==> config.mk <==
export PLATFORM = sky130hd
export DESIGN_NAME = bad_avg_div
export DESIGN_NICKNAME = d
export VERILOG_FILES = /design/src/hw/rtl/box_average_downscaler_assert.svh /design/src/hw/rtl/bad_pkg.sv /design/src/hw/rtl/bad_avg_div.sv
export SDC_FILE = /design/constraint.sdc
export NUM_CORES = 2
export LEC_CHECK = 0
export ABC_AREA = 1
export BUFFER_PORTS_ARGS = -buffer_cell sky130_fd_sc_hd__buf_2
export CORE_ASPECT_RATIO = 0.7
export CORE_MARGIN = 4
export CORE_UTILIZATION = 61
export CTS_CLUSTER_SIZE = 14
export DETAILED_ROUTE_END_ITERATION = 8
export PLACE_DENSITY = 0.78
export SYNTH_ARGS = -nofsm -noshare
export SYNTH_HDL_FRONTEND = slang
export SYNTH_SLANG_ARGS = --single-unit
==> constraint.sdc <==
create_clock -name aclk -period 8.81 [get_ports aclk]
set_input_delay 0.881 -clock aclk [delete_from_list [all_inputs] [get_ports aclk]]
set_output_delay 0.881 -clock aclk [all_outputs]
set_load 0.1 [all_outputs]
==> src/hw/rtl/box_average_downscaler_assert.svh <==
// ----------------------------------------------------------------------------
// Box average downscaler assertion macros
// Concurrent assertion shorthands shared by the downscaler RTL.
// ----------------------------------------------------------------------------
`ifndef BOX_AVERAGE_DOWNSCALER_ASSERT_SVH
`define BOX_AVERAGE_DOWNSCALER_ASSERT_SVH

// The consequent must hold in the same cycle as the antecedent.
`define BAD_ASSERT_SAME(label, clk, rst_n, ante, cons, msg) \
    label: assert property (@(posedge clk) disable iff (!rst_n) (ante) |-> (cons)) \
        else $error(msg);

// The consequent must hold in the cycle after the antecedent.
`define BAD_ASSERT_NEXT(label, clk, rst_n, ante, cons, msg) \
    label: assert property (@(posedge clk) disable iff (!rst_n) (ante) |=> (cons)) \
        else $error(msg);

`endif

==> src/hw/rtl/bad_pkg.sv <==
// ----------------------------------------------------------------------------
// Box average downscaler package
// Shared widths, register indexes, beat types and reciprocal tables.
// ----------------------------------------------------------------------------
package bad_pkg;

    localparam int LANES      = 4;
    localparam int PIX_W      = 8;
    localparam int SUM_W      = 16;
    localparam int SCALE_W    = 5;
    localparam int WIDTH_W    = 11;
    localparam int HEIGHT_W   = 13;
    localparam int CFG_ADDR_W = 2;
    localparam int CFG_DATA_W = 13;
    localparam int OUT_COL_W  = 10;
    localparam int OUT_ROW_W  = 12;
    localparam int S_DATA_W   = 32;
    localparam int M_DATA_W   = 56;
    localparam int M_PAD_W    = M_DATA_W - LANES * PIX_W - OUT_COL_W - OUT_ROW_W;
    localparam int CMP_W      = 15;

    localparam int AREA_W           = 9;
    localparam int RECIP_AREA_W     = 25;
    localparam int RECIP_AREA_SHIFT = 24;
    localparam int RECIP_N_W        = 17;
    localparam int RECIP_N_SHIFT    = 16;

    localparam int RC_CNT_W      = 2;
    localparam int RECALC_CYCLES = 3;

    localparam int FIFO_DEPTH   = 8;
    localparam int FIFO_PTR_W   = 3;
    localparam int FIFO_CNT_W   = 4;
    localparam int PIPE_STAGES  = 3;
    localparam int ACCEPT_LIMIT = FIFO_DEPTH - PIPE_STAGES;

    localparam logic [CFG_ADDR_W-1:0] REG_SCALE  = 2'd0;
    localparam logic [CFG_ADDR_W-1:0] REG_WIDTH  = 2'd1;
    localparam logic [CFG_ADDR_W-1:0] REG_HEIGHT = 2'd2;
    localparam logic [CFG_ADDR_W-1:0] REG_FOUR   = 2'd3;

    localparam logic [SCALE_W-1:0]  SCALE_RESET  = 5'd1;
    localparam logic [WIDTH_W-1:0]  WIDTH_RESET  = 11'd1024;
    localparam logic [HEIGHT_W-1:0] HEIGHT_RESET = 13'd1024;

    typedef logic [LANES-1:0][PIX_W-1:0] lane_pix_t;
    typedef logic [LANES-1:0][SUM_W-1:0] lane_sums_t;

    typedef struct packed {
        logic                 four;
        logic                 frame_done;
        logic [OUT_ROW_W-1:0] out_row;
        logic [OUT_COL_W-1:0] out_column;
    } beat_meta_t;

    typedef struct packed {
        beat_meta_t meta;
        lane_pix_t  avg;
    } out_beat_t;

    // floor(2^24 / (n * n)), indexed by n - 1.
    function automatic logic [RECIP_AREA_W-1:0] recip_area_lut(input logic [3:0] idx);
        logic [RECIP_AREA_W-1:0] r;
        unique case (idx)
            4'd0:  r = 25'd16777216;
            4'd1:  r = 25'd4194304;
            4'd2:  r = 25'd1864135;
            4'd3:  r = 25'd1048576;
            4'd4:  r = 25'd671088;
            4'd5:  r = 25'd466033;
            4'd6:  r = 25'd342392;
            4'd7:  r = 25'd262144;
            4'd8:  r = 25'd207126;
            4'd9:  r = 25'd167772;
            4'd10: r = 25'd138654;
            4'd11: r = 25'd116508;
            4'd12: r = 25'd99273;
            4'd13: r = 25'd85598;
            4'd14: r = 25'd74565;
            4'd15: r = 25'd65536;
        endcase
        return r;
    endfunction

    // floor(2^16 / n), indexed by n - 1.
    function automatic logic [RECIP_N_W-1:0] recip_scale_lut(input logic [3:0] idx);
        logic [RECIP_N_W-1:0] r;
        unique case (idx)
            4'd0:  r = 17'd65536;
            4'd1:  r = 17'd32768;
            4'd2:  r = 17'd21845;
            4'd3:  r = 17'd16384;
            4'd4:  r = 17'd13107;
            4'd5:  r = 17'd10922;
            4'd6:  r = 17'd9362;
            4'd7:  r = 17'd8192;
            4'd8:  r = 17'd7281;
            4'd9:  r = 17'd6553;
            4'd10: r = 17'd5957;
            4'd11: r = 17'd5461;
            4'd12: r = 17'd5041;
            4'd13: r = 17'd4681;
            4'd14: r = 17'd4369;
            4'd15: r = 17'd4096;
        endcase
        return r;
    endfunction

endpackage

==> src/hw/rtl/bad_avg_div.sv <==
// ----------------------------------------------------------------------------
// Block average divider
// Divides four lane sums by the block area through a reciprocal multiply,
// a back multiply and a single correction step; two register stages.
// ----------------------------------------------------------------------------
module bad_avg_div (
    input  logic                            aclk,
    input  logic                            aresetn,
    input  logic                            in_valid,
    input  bad_pkg::lane_sums_t             in_sums,
    input  bad_pkg::beat_meta_t             in_meta,
    input  logic [bad_pkg::AREA_W-1:0]      area,
    input  logic [bad_pkg::RECIP_AREA_W-1:0] recip,
    output logic                            out_valid,
    output bad_pkg::lane_pix_t              out_avg,
    output bad_pkg::beat_meta_t             out_meta
);
    import bad_pkg::*;

    localparam int PROD_W = SUM_W + RECIP_AREA_W;
    localparam int BACK_W = SUM_W + AREA_W;

    logic                           a_valid_reg;
    lane_sums_t                     a_sums_reg;
    logic [LANES-1:0][PROD_W-1:0]   a_prod_reg;
    beat_meta_t                     a_meta_reg;
    lane_sums_t                     a_quot;

    logic                           b_valid_reg;
    lane_sums_t                     b_sums_reg;
    lane_sums_t                     b_quot_reg;
    lane_sums_t                     b_back_reg;
    beat_meta_t                     b_meta_reg;

    lane_sums_t                     rem;
    lane_sums_t                     quot_fix;

    always_ff @(posedge aclk) begin
        if (!aresetn) begin
            a_valid_reg <= 1'b0;
            b_valid_reg <= 1'b0;
        end else begin
            a_valid_reg <= in_valid;
            b_valid_reg <= a_valid_reg;
        end
    end

    always_comb begin
        for (int k = 0; k < LANES; k++) begin
            a_quot[k] = SUM_W'(a_prod_reg[k] >> RECIP_AREA_SHIFT);
        end
    end

    always_ff @(posedge aclk) begin
        for (int k = 0; k < LANES; k++) begin
            a_prod_reg[k] <= PROD_W'(in_sums[k]) * PROD_W'(recip);
            b_back_reg[k] <= SUM_W'(BACK_W'(a_quot[k]) * BACK_W'(area));
        end
        a_sums_reg <= in_sums;
        a_meta_reg <= in_meta;
        b_sums_reg <= a_sums_reg;
        b_quot_reg <= a_quot;
        b_meta_reg <= a_meta_reg;
    end

    always_comb begin
        for (int k = 0; k < LANES; k++) begin
            rem[k]      = b_sums_reg[k] - b_back_reg[k];
            quot_fix[k] = b_quot_reg[k] + SUM_W'(rem[k] >= SUM_W'(area));
            if (quot_fix[k] > SUM_W'(255)) begin
                out_avg[k] = 8'hFF;
            end else begin
                out_avg[k] = quot_fix[k][PIX_W-1:0];
            end
        end
        if (!b_meta_reg.four) begin
            out_avg[LANES-1] = '0;
        end
    end

    assign out_valid = b_valid_reg;
    assign out_meta  = b_meta_reg;

endmodule

==> results.txt <==
Cell Area, Synth = 75300 sq um
Vias in the first global route = 64800
Initial antenna violation count = 2
Syn Area/Cell = 7.85 sq um
Net count, final = 11700
Cell row count = 107
Synth Area in Compound Gates = 0.0443
Adder-cell area share of the yosys netlist = 0.514
First-pass GRT wire length = 333 mm
Post CTS Setup Buffer Count = 0
H-tree levels = 2
Pre-Repair DR Iteration Count = 8
Register bit total from synthesis = 370
Cell area after placement = 77100 sq um
Post-synthesis mux area share = 0
Top_reg_cell synth = dfxtp_1
Die Width = 428 um
Initial Util = 0.617
Number of remaining DRC errors = 0
Final setup violation count = 0
CP required = 9.35 ns
EDFF count, synth = 0
Min-delay worst type = reg -> reg
Vias post-DR = 59800
Area grow syn2layout = 4.12%
Final Instance Area = 78500 sq um
Top Ports = 182
Die ar. = 129000 sq um
Slew headroom = 0.0768
Post-CTS Hold Buffers = 0
Clk sinks = 370
Clock skew = 0.0789 ns
Clock root buffer = clkbuf_16
Crit path DAT = 7.38 ns
Syn Nets = 11900
Clock latency on the worst-skew pair = 0.65 ns
Initial DRC count = 4923
Crit-path slowest cell = buf_2
Largest net degree at the start of global routing = 61
Achievable frequency = 146 MHz
Worst Tran Pin Value = 1.38 ns
Seq/Total Area, Yosys = 0.0983
Status = finished clean
Share of layout cells above drive strength 1 = 0.0333
Core area = 122000 sq um
Netlist cell types = 46
Critical path cell sequence = buf_2 -> buf_4 -> nand2_1 -> fa_1 -> inv_1 -> fa_1 -> inv_1 -> fa_1 -> inv_1 -> fa_1 -> fa_1 -> inv_1 -> fa_1 -> inv_1 -> ha_1 -> nand2_1 -> nor2_1 -> inv_1 -> nor2_1 -> inv_1 -> nor3_1 -> nand3_1 -> o211ai_1 -> xor2_1
Unrepaired setup endpoints after global routing = no
Reg clk slew, reported paths = 0.07 ns
Crit start category = input pin
Crit path largest cell delay = 0.61 ns
DR WL/cell = 18.0 um
Post-DP HPWL = 157 mm
Setup Crit Path Kind = in -> reg
Final worst slack = 1.97 ns
IO Port Bufs = 181
Vias per std cell = 5.39
Overall routed net length = 200 mm
TritonCTS clock tree = built
Post-layout min period = 6.84 ns
Setup WS pre-CTS = 1.40 ns
ANT nets after route = 0
Total CTS buffers = 40
Crit-path max FO = 32
Warnings, synthesis = 0
CP endpoint kind = register
Reg2reg setup slack = 4.05 ns
Clock buffer depth = 3
Final hold slack = 0.263 ns
Synth Instances = 9602
Simple logic cell fraction of the synthesized area = 0.151
Max cap viols = 0
Most frequent CP cell = inv_1
# resized after CTS = 0
Setup TNS = 0 ns
Post-route clock period utilization = 0.776
Final hold viol count = 0
Ys async rst share = 0
XOR/XNOR Fraction of Synth Area = 0.0291
Die span in y = 302 um
Max-slew violations = 0
Routability congestion estimate = 0.967
GRT Resource Usage Total = 0.320
Largest family of logic cells by synthesized area = adder cells
GRT Residual Overflow = 0
[cells in the mapped netlist (all sizes together), types with 13 or more instances]
master	instances	area share
inv	2834	0.14
nand2	2482	0.12
fa	1544	0.41
ha	624	0.10
dfxtp	370	0.098
clkbuf	303	0.015
a21oi	295	0.020
nor2	273	0.014
xor2	164	0.019
o21ai	158	0.011
buf	137	0.0069
nand3	93	0.0062
xnor2	86	0.010
nor3	38	0.0027
nand4	37	0.0031
a31oi	30	0.0025
o21a	29	0.0029
a21o	14	0.0014
o31ai	13	0.0014
[cells by family (layout without fill, tap and decap cells)]
kind of cell / Yosys count / in the layout
buffers and inverters: 3274 / 3139
AND/OR/NAND/NOR: 2947 / 2947
adder cells (fa/ha/maj): 2168 / 2168
AO/OA/AOI/OAI: 593 / 593
flip-flops: 370 / 370
XOR/XNOR: 250 / 250
other: 0 / 2
[placed cells by master (no fill, tap or decap), types with 4 or more instances in the layout]
| master | instances |
|---|---|
| o221ai_1 | 8 |
| buf_2 | 181 |
| xor2_1 | 164 |
| o31ai_1 | 11 |
| buf_4 | 51 |
| nor3_1 | 36 |
| a31oi_1 | 30 |
| o2111ai_1 | 5 |
| nand3b_1 | 6 |
| o21ai_0 | 145 |
| o21bai_1 | 9 |
| a211oi_1 | 8 |
| dfxtp_1 | 370 |
| a21oi_1 | 295 |
| clkbuf_8 | 5 |
| o21a_1 | 29 |
| nor4_1 | 11 |
| a221oi_1 | 6 |
| fa_1 | 1544 |
| nor2_1 | 273 |
| clkinvlp_4 | 7 |
| inv_1 | 2833 |
| xnor2_1 | 86 |
| nand3_1 | 92 |
| ha_1 | 624 |
| o21ai_1 | 10 |
| a21o_1 | 14 |
| clkbuf_16 | 40 |
| o211ai_1 | 7 |
| a21boi_0 | 4 |
| nand4_1 | 37 |
| nand2_1 | 2482 |
[through the flow]
step,utilization,cells
global placement,0.631,11000
global route,0.643,11100
floorplan,-,9602
CTS,0.643,11100
finish,0.643,11100
detailed placement,0.631,11000
[per-layer routing]
| metal | vias up | GRT usage | share of wire |
|---|---|---|---|
| li1 | 26900 | - | - |
| met1 | 29300 | 0.423 | 0.39 |
| met2 | 3086 | 0.518 | 0.46 |
| met3 | 569 | 0.0719 | 0.11 |
| met4 | 4 | 0.124 | 0.043 |
| met5 | - | 0 | 0.00014 |
[worst paths after layout]
kind                                              from                 endpoint  cells after the start
worst max register to register  a_prod_reg[33]$_DFF_P_   b_back_reg[15]$_DFF_P_                     17
worst max-delay path                         recip[20]  a_prod_reg[160]$_DFF_P_                     24
worst min register to register  a_sums_reg[17]$_DFF_P_   b_sums_reg[17]$_DFF_P_                      0
worst min-delay path            a_sums_reg[17]$_DFF_P_   b_sums_reg[17]$_DFF_P_                      0
[layout make-up]
cell class              instances  area [sq um]
multi-input cells            5958         55600
well taps                    1635          2050
diodes                          2          5.00
fillers                     10300         43600
clock buffers                  48          1080
repair buffers                235          1350
inverters                    2834         10600
flip-flops and latches        370          7410
clock inverters                22           284
[critical path: cells and delay by family]
family          cells  cell delay (ns)
xor+xnor            1             0.17
fa+ha+maj           7             3.34
compound gates      1             0.35
buf+inv             9             1.57
simple gates        6             0.98
Power is not shown: default switching activity piles up to over one toggle a cycle in this logic, so the estimate is an artifact.
